### src/design/psu_pkg.sv
`timescale 1ns / 1ps
// ----------------------------------------------------------------------------
// psu_pkg
// Shared widths, limits, helper functions and types for the packed symbol
// unpacker.
// ----------------------------------------------------------------------------
package psu_pkg;

  localparam int unsigned ByteW    = 8;
  localparam int unsigned TotalW   = 25;
  localparam int unsigned SymW     = 5;
  localparam int unsigned BufW     = 12;
  localparam int unsigned CntW     = 4;
  localparam int unsigned CfgW     = 3;
  localparam int unsigned ResultsN = 4;
  localparam int unsigned NumW     = 3;
  localparam int unsigned IdxW     = 2;

  localparam logic [TotalW-1:0] MaxSymbols = 25'd16777216;
  localparam logic [CfgW-1:0]   WidthMin   = 3'd2;
  localparam logic [CfgW-1:0]   WidthMax   = 3'd5;
  localparam logic [CfgW-1:0]   WidthReset = 3'd2;

  // Accepted input item.
  typedef struct packed {
    logic [ByteW-1:0]  packed_byte;
    logic              sequence_start;
    logic [TotalW-1:0] symbol_total;
  } in_item_t;

  // Group of symbols produced by one byte.
  typedef struct packed {
    logic [ResultsN-1:0][SymW-1:0] sym;
    logic [NumW-1:0]               count;
    logic                          last;
  } batch_t;

  // Clamp the configured width into the supported range.
  function automatic logic [CfgW-1:0] eff_width(input logic [CfgW-1:0] cfg);
    logic [CfgW-1:0] w;
    w = cfg;
    if (cfg < WidthMin) w = WidthMin;
    if (cfg > WidthMax) w = WidthMax;
    return w;
  endfunction

  // Symbol mask for a width of two to five bits.
  function automatic logic [SymW-1:0] sym_mask(input logic [CfgW-1:0] w);
    logic [SymW-1:0] m;
    case (w)
      3'd2:    m = 5'd3;
      3'd3:    m = 5'd7;
      3'd4:    m = 5'd15;
      default: m = 5'd31;
    endcase
    return m;
  endfunction

endpackage

### src/design/psu_in_stage.sv
`timescale 1ns / 1ps
// ----------------------------------------------------------------------------
// psu_in_stage
// Input register: holds one accepted byte with its sequence fields until the
// unpack stage takes it.
// ----------------------------------------------------------------------------
module psu_in_stage import psu_pkg::*; (
  input  logic              clk_i,
  input  logic              rst_ni,
  input  logic              in_valid_i,
  output logic              in_ready_o,
  input  logic [ByteW-1:0]  packed_byte_i,
  input  logic              sequence_start_i,
  input  logic [TotalW-1:0] symbol_total_i,
  output in_item_t          item_o,
  output logic              item_valid_o,
  input  logic              item_take_i
);

  logic     full_q, full_d;
  in_item_t item_q;
  logic     in_xfer;

  // The register is free when empty or when its item leaves this cycle.
  assign in_ready_o = !full_q || item_take_i;
  assign in_xfer    = in_valid_i && in_ready_o;

  always_comb begin
    full_d = full_q;
    if (in_xfer) begin
      full_d = 1'b1;
    end else if (item_take_i) begin
      full_d = 1'b0;
    end
  end

  always_ff @(posedge clk_i or negedge rst_ni) begin
    if (!rst_ni) begin
      full_q <= 1'b0;
    end else begin
      full_q <= full_d;
    end
  end

  // Payload capture on each input transfer.
  always_ff @(posedge clk_i) begin
    if (in_xfer) begin
      item_q.packed_byte    <= packed_byte_i;
      item_q.sequence_start <= sequence_start_i;
      item_q.symbol_total   <= symbol_total_i;
    end
  end

  assign item_o       = item_q;
  assign item_valid_o = full_q;

endmodule

### src/design/psu_core.sv
`timescale 1ns / 1ps
// ----------------------------------------------------------------------------
// psu_core
// Unpack stage: merges one byte into the bit buffer, cuts out every whole
// symbol still owed (up to four) and updates the sequence state.
// ----------------------------------------------------------------------------
module psu_core import psu_pkg::*; (
  input  logic            clk_i,
  input  logic            rst_ni,
  input  logic [CfgW-1:0] width_i,
  input  in_item_t        item_i,
  input  logic            item_valid_i,
  output logic            item_take_o,
  input  logic            batch_free_i,
  output batch_t          batch_o,
  output logic            batch_load_o
);

  logic [BufW-1:0]   buf_q, buf_d;
  logic [CntW-1:0]   cnt_q, cnt_d;
  logic [TotalW-1:0] rem_q, rem_d;

  logic [BufW-1:0]   buf_base, nbuf;
  logic [BufW-1:0]   sh1, sh2, sh3;
  logic [CntW-1:0]   cnt_base, ncnt;
  logic [TotalW-1:0] rem_base, rem_next;
  logic [SymW-1:0]   w1, w2, w3, w4, ncnt_x, used;
  logic [NumW-1:0]   avail, num;
  logic [SymW-1:0]   mask;

  assign item_take_o  = item_valid_i && batch_free_i;
  assign batch_load_o = item_take_o;

  // Multiples of the symbol width for the symbol count and the shifts.
  assign w1   = {2'b00, width_i};
  assign w2   = w1 << 1;
  assign w3   = w1 + w2;
  assign w4   = w1 << 2;
  assign mask = sym_mask(width_i);

  // Sequence start clears the buffer and loads the saturated total.
  always_comb begin
    if (item_i.sequence_start) begin
      buf_base = '0;
      cnt_base = '0;
      rem_base = item_i.symbol_total[TotalW-1] ? MaxSymbols : item_i.symbol_total;
    end else begin
      buf_base = buf_q;
      cnt_base = cnt_q;
      rem_base = rem_q;
    end
  end

  // Append the byte above the bits already buffered.
  assign nbuf   = buf_base | ({{(BufW-ByteW){1'b0}}, item_i.packed_byte} << cnt_base[2:0]);
  assign ncnt   = cnt_base + 4'd8;
  assign ncnt_x = {1'b0, ncnt};

  // Whole symbols available, limited to four and to the symbols owed.
  always_comb begin
    if (ncnt_x >= w4) begin
      avail = 3'd4;
    end else if (ncnt_x >= w3) begin
      avail = 3'd3;
    end else if (ncnt_x >= w2) begin
      avail = 3'd2;
    end else if (ncnt_x >= w1) begin
      avail = 3'd1;
    end else begin
      avail = 3'd0;
    end
    if (rem_base < {{(TotalW-NumW){1'b0}}, avail}) begin
      num = rem_base[NumW-1:0];
    end else begin
      num = avail;
    end
  end

  // Bits consumed by the emitted symbols.
  always_comb begin
    case (num)
      3'd0:    used = '0;
      3'd1:    used = w1;
      3'd2:    used = w2;
      3'd3:    used = w3;
      default: used = w4;
    endcase
  end

  assign rem_next = rem_base - {{(TotalW-NumW){1'b0}}, num};

  // Buffer shifted to each symbol position.
  assign sh1 = nbuf >> w1;
  assign sh2 = nbuf >> w2;
  assign sh3 = nbuf >> w3;

  // Result batch: symbols at successive width offsets.
  always_comb begin
    batch_o.sym[0] = nbuf[SymW-1:0] & mask;
    batch_o.sym[1] = sh1[SymW-1:0] & mask;
    batch_o.sym[2] = sh2[SymW-1:0] & mask;
    batch_o.sym[3] = sh3[SymW-1:0] & mask;
    batch_o.last   = (rem_base != '0) && (rem_next == '0);
    batch_o.count  = (rem_base == '0) ? 3'd0 : num;
  end

  // Next sequence state.
  always_comb begin
    buf_d = buf_base;
    cnt_d = cnt_base;
    rem_d = rem_base;
    if (rem_base != '0) begin
      rem_d = rem_next;
      if (rem_next == '0) begin
        buf_d = '0;
        cnt_d = '0;
      end else begin
        buf_d = nbuf >> used;
        cnt_d = ncnt - used[CntW-1:0];
      end
    end
  end

  always_ff @(posedge clk_i or negedge rst_ni) begin
    if (!rst_ni) begin
      buf_q <= '0;
      cnt_q <= '0;
      rem_q <= '0;
    end else if (item_take_o) begin
      buf_q <= buf_d;
      cnt_q <= cnt_d;
      rem_q <= rem_d;
    end
  end

endmodule

### src/design/psu_out_queue.sv
`timescale 1ns / 1ps
// ----------------------------------------------------------------------------
// psu_out_queue
// Result register: holds one batch of symbols and hands them out one per
// transfer, marking the final symbol of a sequence.
// ----------------------------------------------------------------------------
module psu_out_queue import psu_pkg::*; (
  input  logic            clk_i,
  input  logic            rst_ni,
  input  batch_t          batch_i,
  input  logic            batch_load_i,
  output logic            batch_free_o,
  output logic            out_valid_o,
  input  logic            out_ready_i,
  output logic [SymW-1:0] symbol_o,
  output logic            last_symbol_o
);

  logic [ResultsN-1:0][SymW-1:0] sym_q;
  logic                          last_q;
  logic [NumW-1:0]               cnt_q, cnt_d;
  logic [IdxW-1:0]               idx_q, idx_d;
  logic                          out_xfer;

  assign out_valid_o   = (cnt_q != '0);
  assign out_xfer      = out_valid_o && out_ready_i;
  assign symbol_o      = sym_q[idx_q];
  assign last_symbol_o = last_q && (cnt_q == 3'd1);

  // Free when empty or when the final symbol is taken this cycle.
  assign batch_free_o = (cnt_q == '0) || ((cnt_q == 3'd1) && out_ready_i);

  always_comb begin
    cnt_d = cnt_q;
    idx_d = idx_q;
    if (batch_load_i) begin
      cnt_d = batch_i.count;
      idx_d = '0;
    end else if (out_xfer) begin
      cnt_d = cnt_q - 3'd1;
      idx_d = idx_q + 2'd1;
    end
  end

  always_ff @(posedge clk_i or negedge rst_ni) begin
    if (!rst_ni) begin
      cnt_q <= '0;
      idx_q <= '0;
    end else begin
      cnt_q <= cnt_d;
      idx_q <= idx_d;
    end
  end

  // Batch payload capture.
  always_ff @(posedge clk_i) begin
    if (batch_load_i) begin
      sym_q  <= batch_i.sym;
      last_q <= batch_i.last;
    end
  end

endmodule

### src/design/packed_symbol_unpacker_unit.sv
`timescale 1ns / 1ps
// ----------------------------------------------------------------------------
// packed_symbol_unpacker_unit
// Unpacks symbols of two to five bits, packed LSB first in a byte stream,
// and marks the final symbol of each sequence.
// ----------------------------------------------------------------------------
//  Channel   Direction  Handshake                  Payload
//  cfg       in         cfg_valid_i / cfg_ready_o  cfg_bits_per_symbol_i
//  in        in         in_valid_i / in_ready_o    packed_byte_i, sequence_start_i,
//                                                  symbol_total_i
//  out       out        out_valid_o / out_ready_i  symbol_o, last_symbol_o
//
// A byte is registered on transfer, then unpacked into a result register once
// that register is free, and its symbols leave one per cycle while out_ready_i
// is high. A byte yields up to four symbols, and the result register takes
// no new byte before the last of them has left through the single output port.
// Reset clears the bit buffer, the counts and the width (back to two bits).
// A stall at the output holds the result register and then the input register.
// ----------------------------------------------------------------------------
module packed_symbol_unpacker_unit import psu_pkg::*; (
  input  logic              clk_i,
  input  logic              rst_ni,
  input  logic              cfg_valid_i,
  output logic              cfg_ready_o,
  input  logic [CfgW-1:0]   cfg_bits_per_symbol_i,
  input  logic              in_valid_i,
  output logic              in_ready_o,
  input  logic [ByteW-1:0]  packed_byte_i,
  input  logic              sequence_start_i,
  input  logic [TotalW-1:0] symbol_total_i,
  output logic              out_valid_o,
  input  logic              out_ready_i,
  output logic [SymW-1:0]   symbol_o,
  output logic              last_symbol_o
);

  logic [CfgW-1:0] bps_q;
  logic [CfgW-1:0] width;
  in_item_t        item;
  logic            item_valid, item_take;
  batch_t          batch;
  logic            batch_load, batch_free;

  // Symbol width register, always ready for a transfer.
  assign cfg_ready_o = 1'b1;

  always_ff @(posedge clk_i or negedge rst_ni) begin
    if (!rst_ni) begin
      bps_q <= WidthReset;
    end else if (cfg_valid_i) begin
      bps_q <= cfg_bits_per_symbol_i;
    end
  end

  assign width = eff_width(bps_q);

  psu_in_stage u_in_stage (
    .clk_i            (clk_i),
    .rst_ni           (rst_ni),
    .in_valid_i       (in_valid_i),
    .in_ready_o       (in_ready_o),
    .packed_byte_i    (packed_byte_i),
    .sequence_start_i (sequence_start_i),
    .symbol_total_i   (symbol_total_i),
    .item_o           (item),
    .item_valid_o     (item_valid),
    .item_take_i      (item_take)
  );

  psu_core u_core (
    .clk_i        (clk_i),
    .rst_ni       (rst_ni),
    .width_i      (width),
    .item_i       (item),
    .item_valid_i (item_valid),
    .item_take_o  (item_take),
    .batch_free_i (batch_free),
    .batch_o      (batch),
    .batch_load_o (batch_load)
  );

  psu_out_queue u_out_queue (
    .clk_i         (clk_i),
    .rst_ni        (rst_ni),
    .batch_i       (batch),
    .batch_load_i  (batch_load),
    .batch_free_o  (batch_free),
    .out_valid_o   (out_valid_o),
    .out_ready_i   (out_ready_i),
    .symbol_o      (symbol_o),
    .last_symbol_o (last_symbol_o)
  );

endmodule

### config.mk
export PLATFORM = sky130hd
export DESIGN_NAME = packed_symbol_unpacker_unit
export DESIGN_NICKNAME = d
export VERILOG_FILES = /design/src/design/psu_pkg.sv /design/src/design/psu_in_stage.sv /design/src/design/psu_core.sv /design/src/design/psu_out_queue.sv /design/src/design/packed_symbol_unpacker_unit.sv
export SDC_FILE = /design/constraint.sdc
export NUM_CORES = 1
export LEC_CHECK = 0
export BUFFER_PORTS_ARGS = -buffer_cell sky130_fd_sc_hd__buf_2
export CAP_MARGIN = 0
export CELL_PAD_IN_SITES_DETAIL_PLACEMENT = 1
export CELL_PAD_IN_SITES_GLOBAL_PLACEMENT = 2
export CORE_ASPECT_RATIO = 0.75
export CORE_MARGIN = 2
export CORE_UTILIZATION = 39
export CTS_CLUSTER_DIAMETER = 150
export DETAILED_ROUTE_END_ITERATION = 7
export GPL_TIMING_DRIVEN = 0
export PLACE_DENSITY = 0.87
export SLEW_MARGIN = 10
export SYNTH_ARGS = -nofsm -noshare
export SYNTH_HDL_FRONTEND = slang
export SYNTH_SLANG_ARGS = --single-unit
export TNS_END_PERCENT = 50
### constraint.sdc
create_clock -name clk_i -period 10 [get_ports clk_i]
set_clock_uncertainty 0.05 [all_clocks]
set_input_delay 2 -clock clk_i [delete_from_list [all_inputs] [get_ports clk_i]]
set_output_delay 2 -clock clk_i [all_outputs]
set_load 0.01 [all_outputs]
* Word-level counts from Yosys, hierarchy flattened *
Cells that the tools add are included.

word-level totals
  input bits = 42
  register bits = 105
  logic and storage cells = 90
  output and inout bits = 9

operators by class
  equal/unequal tests = 7
  add/sub/neg operators = 6
  reductions and logical operators = 17
  order comparisons = 8
  shift-type cells = 5
  multiplexer cells = 27
  bitwise operators = 5

operators by type and width
  cell                                                  number
  two-way mux 25 bit                                    3
  logical NOT 25 bit                                    2
  two-way mux 12 bit                                    3
  two-way mux 3 bit                                     9
  less-than comparator 25 x 3 -> 1 bit                  1
  nonzero test 25 bit                                   1
  subtractor 25 x 3 -> 25 bit                           1
  bitwise AND 5 bit                                     4
  case mux 5 bit (4 select lines)                       1
  case mux 5 bit (3 select lines)                       1
  equality test 3 x 2 -> 1 bit (second input constant)  4
  two-way mux 4 bit                                     3
  bitwise OR 12 bit                                     1
  left shift 8 x 3 -> 12 bit                            1
  >> shifter 12 x 3 -> 5 bit                            1
  >> shifter 12 x 4 -> 5 bit                            1
  >> shifter 12 x 5 -> 12 bit                           1
  >> shifter 12 x 5 -> 5 bit                            1
  binary-select mux 5 bit (select 2 bit)                1
  greater-or-equal comparator 4 x 5 -> 1 bit            2
  equality test 3 x 1 -> 1 bit (second input constant)  2
  logical AND 1 bit                                     6
  logical NOT 3 bit                                     2
  adder 3 x 4 -> 5 bit                                  1
  other kinds (17)                                      22

* Depth between registers and ports, before layout *
  depth in word-level cells = 15
  gate-level depth with buffers = 36
  gate-level depth less buffers = 32

* Modules after synthesis *
From an unflattened synthesis, not the netlist that was laid out.

unflattened totals
  cell total of the unflattened synthesis = 782
  area, all modules = 7,547.2 um^2

by module, submodules not included
  module                       sequential area each (um^2)  area each (um^2)  cells each  instances
  psu_core                     1,026.0                      5,250.0           667         1
  psu_out_queue                755.7                        1,082.3           66          1
  psu_in_stage                 1,046.0                      1,074.8           38          1
  packed_symbol_unpacker_unit  76.3                         140.1             11          1

* Least setup slack after synthesis *
No wires, ideal clock.

  path kind = register -> register
  start point = register bps_q[2]
  end point = register u_core.buf_q[2]
  buffers on the path = 3
  stages on the path, launching flop included = 34
  clock period less this slack = 7,905 ps
  arrival = 7,729 ps
  path slack = 2,095 ps
  path through = dfrtp_1 > clkbuf_1 > inv_2 > nor2_1 > a21o_1 > clkbuf_1 > clkbuf_1 > ha_1 > inv_1 > fa_1 > ha_1 > nand2_1 > o21ai_0 > maj3_1 > a21o_1 > nand2_1 > ha_1 > a2111oi_2 > nand4_2 > or2_1 > o31ai_4 > inv_4 > ha_1 > and2_1 > a2111o_1 > nor3_4 > nand4_1 > or3_1 > a2111oi_0 > nand4_1 > nand2_1 > a2111oi_2 > a21boi_0 > a221o_1

on the way
  cells in the longest elaborated chain, start to end = 15
  elaborated cells on any way between the ends = 25
  those cells by class = 2 x add/sub; 7 x order compare; 3 x eq/ne; 1 x shift; 10 x mux; 2 x reduce/logical

RTL lines
  item                                                                                           RTL line                           RTL
  from (decl)                                                                                    packed_symbol_unpacker_unit.sv:37  logic [CfgW-1:0] bps_q;
  from (signal assigned)                                                                         packed_symbol_unpacker_unit.sv:49  bps_q <= WidthReset;
  from (signal assigned)                                                                         packed_symbol_unpacker_unit.sv:51  bps_q <= cfg_bits_per_symbol_i;
  less-than comparator 3 x 2 -> 1 bit                                                            psu_pkg.sv:42                      if (cfg < WidthMin) w = WidthMin;
  two-way mux 3 bit                                                                              psu_pkg.sv:42
  two-way mux 3 bit *                                                                            psu_pkg.sv:43                      if (cfg > WidthMax) w = WidthMax;
  parallel branches: the longest is 10 deep, another holds less-than comparator 25 x 3 -> 1 bit  n/a
  two-way mux 12 bit *                                                                           psu_core.sv:114                    if (rem_next == '0) begin
  two-way mux 12 bit *                                                                           psu_core.sv:112                    if (rem_base != '0) begin
  to (signal assigned)                                                                           psu_core.sv:130                    buf_q <= buf_d;
  to (decl)                                                                                      psu_core.sv:19                     logic [BufW-1:0] buf_q, buf_d;

Mark *: on every way between the ends.
A chain may end at the register's enable or synchronous reset.

* Worst setup path in the final report *
  start point = register bps_q[2]
  end point = register u_core.buf_q[1]

Same word-level chain as after synthesis.

==> results.yml <==
finish:
  stdcell_count: 1068
  n_antenna_cell: 0
  layout-drive-gt1-share: 0.144
  seq_area_sq_mm: 0.00290
  area_growth_pct: 12.1
  fill_cells: 2073
  fin_nets: 891
  post-route-util: 0.452
  multi_input_area_sq_mm: 0.00398
cts:
  cts_buffer_depth: 2
  cts_root_buffer: "clkbuf_16"
  cts_buffers: 9
  cts-htree-levels: 3
  clk_pin_slew_ns: 0.07
  cts_tree: "built"
  cts.sinks: 105
  clk_latency_ns: 0.37
routing:
  antenna_left: 0
  drcViolationCount: 0
  drt_iter0_markers: 583
  drt_wl_total_mm: 24.6
  vias_per_cell: 6.16
  wl_per_cell_um: 23.0
  dr.pass1.iters: 5
  vias: 6578
worst_hold_path:
  holdCritPathClass: "reg -> reg"
logic_synthesis:
  netlist.area_leader.share: 0.230
  yosysSeqAreaShare: 0.404
  ys_async_sr_fraction: 0.476
  yosys.area.top_type: "edfxtp_1"
  synth.top_cells.by_area: "edfxtp_1, dfrtp_1, nand2_1"
  netlist_area_sq_mm: 0.00718
  synth_top_family_by_area: "compound AO/OA/AOI/OAI gates"
  synth.area.mux_share: 0.0575
  yosysWarnings: 0
  syn_nets: 827
  synth.distinct_cells: 89
  synthCells: 757
  synth_area_per_cell_sq_um: 9.49
  synth_xor_xnor_area_share: 0.0329
  synth-compound-area-share: 0.229
  yosys.area_share.adder: 0.0533
  synth_edf_count: 55
  synth_simple_gate_area_frac: 0.178
  synth_seq_cells: 105
  synth_flop_cell: "edfxtp_1"
global_routing:
  grt_pass1_wl_mm: 38.5
  overflow: 0
  grt_util_all_layers: 0.259
  antenna_found_initial: 0
  grt_pass1_vias: 6668
  grt_max_degree: 51
worst_setup_path:
  end_kind: "flip-flop"
  critPathKind: "reg -> reg"
  path_common_cell: "ha_1"
  cp_data_arrival_time_ns: 9.47
  crit_path_max_incr_delay_ns: 0.50
  start_kind: "flip-flop"
  cp_data_required_time_ns: 10.17
  cp_slowest_cell: "fa_1"
  crit_fanout: 14
timing:
  whs_ns: 0.450
  relSlewSlack: 0.291
  setup_tns_ns: 0
  fin_crit_sh: 0.929
  rsz0062_at_grt: "no"
  slew_viol_final: 0
  setup_viol: 0
  post-route-min-period_ns: 9.29
  final_hold_viol_count: 0
  fmax_mhz: 108
  worstMarginPinSlew_ns: 1.06
die:
  die_y_um: 122
  dieArea_sq_mm: 0.0195
  num_rows: 42
  initial_core_util: 0.403
  core-area_sq_mm: 0.0178
  io_pins: 51
  die_x_um: 161
placement:
  io_buffers: 49
  gp_congestion: 0.936
  dp.final_hpwl_mm: 18.7
  place_inst: 1048
power_and_ir_drop:
  ir_drop_v: 0.000131
  finalPower_mw: 2.80
  power.leakage_nw: 3.23
  cellPowerDensity_mw_per_mm2: 348
status:
  status: "finished, final reports clean"
flow_run:
  max_cap_viol_count: 0
## synth_stat cells, types with 11 or more instances
library cell and n:
edfxtp_1 55, a22oi_1 22, xnor2_1 14, a22o_1 11, nor3_1 16, mux2i_1 23, o31ai_1 14, inv_1 27
nand2_1 88, ha_1 25, nor2_1 77, dfrtp_1 49, clkbuf_1 27, o21ai_0 44, xor2_1 13, o22ai_1 14
a21oi_1 22, nand3_1 13
## where the power goes
| part | switching (mW) | internal [mW] |
|---|---|---|
| Sequential | 0.108 | 0.642 |
| Clock | 0.172 | 0.176 |
| Combinational | 1.11 | 0.597 |
| Total | 1.39 | 1.41 |
## layout make-up
type,instances,share of cell area
clock buffer,12,0.0306
buffer,40,0.0235
multi-input combinational,579,0.494
sequential,105,0.361
clock inverter,4,0.00357
timing repair buffer,53,0.0345
tap,242,0.0376
inverter,33,0.0157
## layer usage
| layer | global-route usage | routed length (um) |
|---|---|---|
| met1 | 0.391 | 12200 |
| met2 | 0.379 | 10400 |
| met4 | 0.0614 | 244 |
| met5 | 0 | 0 |
| met3 | 0.0543 | 1790 |
## repair_timing
item,4_1_cts,5_1_grt
hold buffers,0,0
gates resized for setup,1,3
setup endpoints to repair,2,12
buffers inserted,0,4
pin swaps,0,2
cloned,0,0
## path summary, 6_finish.rpt
path,cells after the start,to,from,slack [ns]
max in group asynchronous,1,u_out_queue.idx_q[1],rst_ni,7.72
worst max-delay path,36,u_core.buf_q[1],bps_q[2],0.71
worst min-delay path,2,u_out_queue.cnt_q[1],u_out_queue.cnt_q[1],0.45
worst min register to register,2,u_out_queue.cnt_q[1],u_out_queue.cnt_q[1],0.45
min in group asynchronous,1,u_core.rem_q[19],rst_ni,1.66
worst max register to register,36,u_core.buf_q[1],bps_q[2],0.71
## stage by stage
step           setup WS [ns]  area [sq um]
2_1_floorplan           2.10          7180
3_3_place_gp           0.168          7730
3_5_place_dp          0.0144          7730
4_1_cts                0.283          8010
5_1_grt                0.156          8050
6_report               0.707          8050
## state kept, by name, indices dropped and copies added, names as in the netlist, 2 cells and up
signal             cells
bps_q                  3
u_out_queue.cnt_q      3
u_in_stage.item_o     34
u_out_queue.sym_q     20
u_core.cnt_q           4
u_core.buf_q          12
u_out_queue.idx_q      2
u_core.rem_q          25
## placed cells by master (no fill, tap or decap), types with 11 or more instances in the layout
master | netlist | layout
a22oi_1 | 22 | 22
xor2_1 | 13 | 12
nand2_1 | 88 | 88
o31ai_1 | 14 | 14
buf_2 | 6 | 54
xnor2_1 | 14 | 14
ha_1 | 25 | 25
nor2_1 | 77 | 77
inv_1 | 27 | 27
nand3_1 | 13 | 13
a22o_1 | 11 | 11
edfxtp_1 | 55 | 55
nor3_1 | 16 | 16
mux2i_1 | 23 | 23
clkbuf_1 | 27 | 28
a21oi_1 | 22 | 22
o21ai_0 | 44 | 44
o22ai_1 | 14 | 14
dfrtp_1 | 49 | 49
## logic make-up (layout without fill, tap and decap cells)
kind of cell,Yosys count,in the layout
buffers and inverters,73,142
flip-flops,105,105
adder cells (fa/ha/maj),29,29
AO/OA/AOI/OAI,224,224
AND/OR/NAND/NOR,265,265
other,1,1
multiplexers,33,33
XOR/XNOR,27,27
## worst max-delay path, delay by kind of cell (launching register included)
| family | cells | cell delay (ns) |
|---|---|---|
| fa+ha+maj | 7 | 2.05 |
| compound gates | 10 | 2.36 |
| simple gates | 11 | 2.55 |
| buf+inv | 8 | 1.81 |
| flops | 1 | 0.32 |
Power figures use the tool's default switching activity.
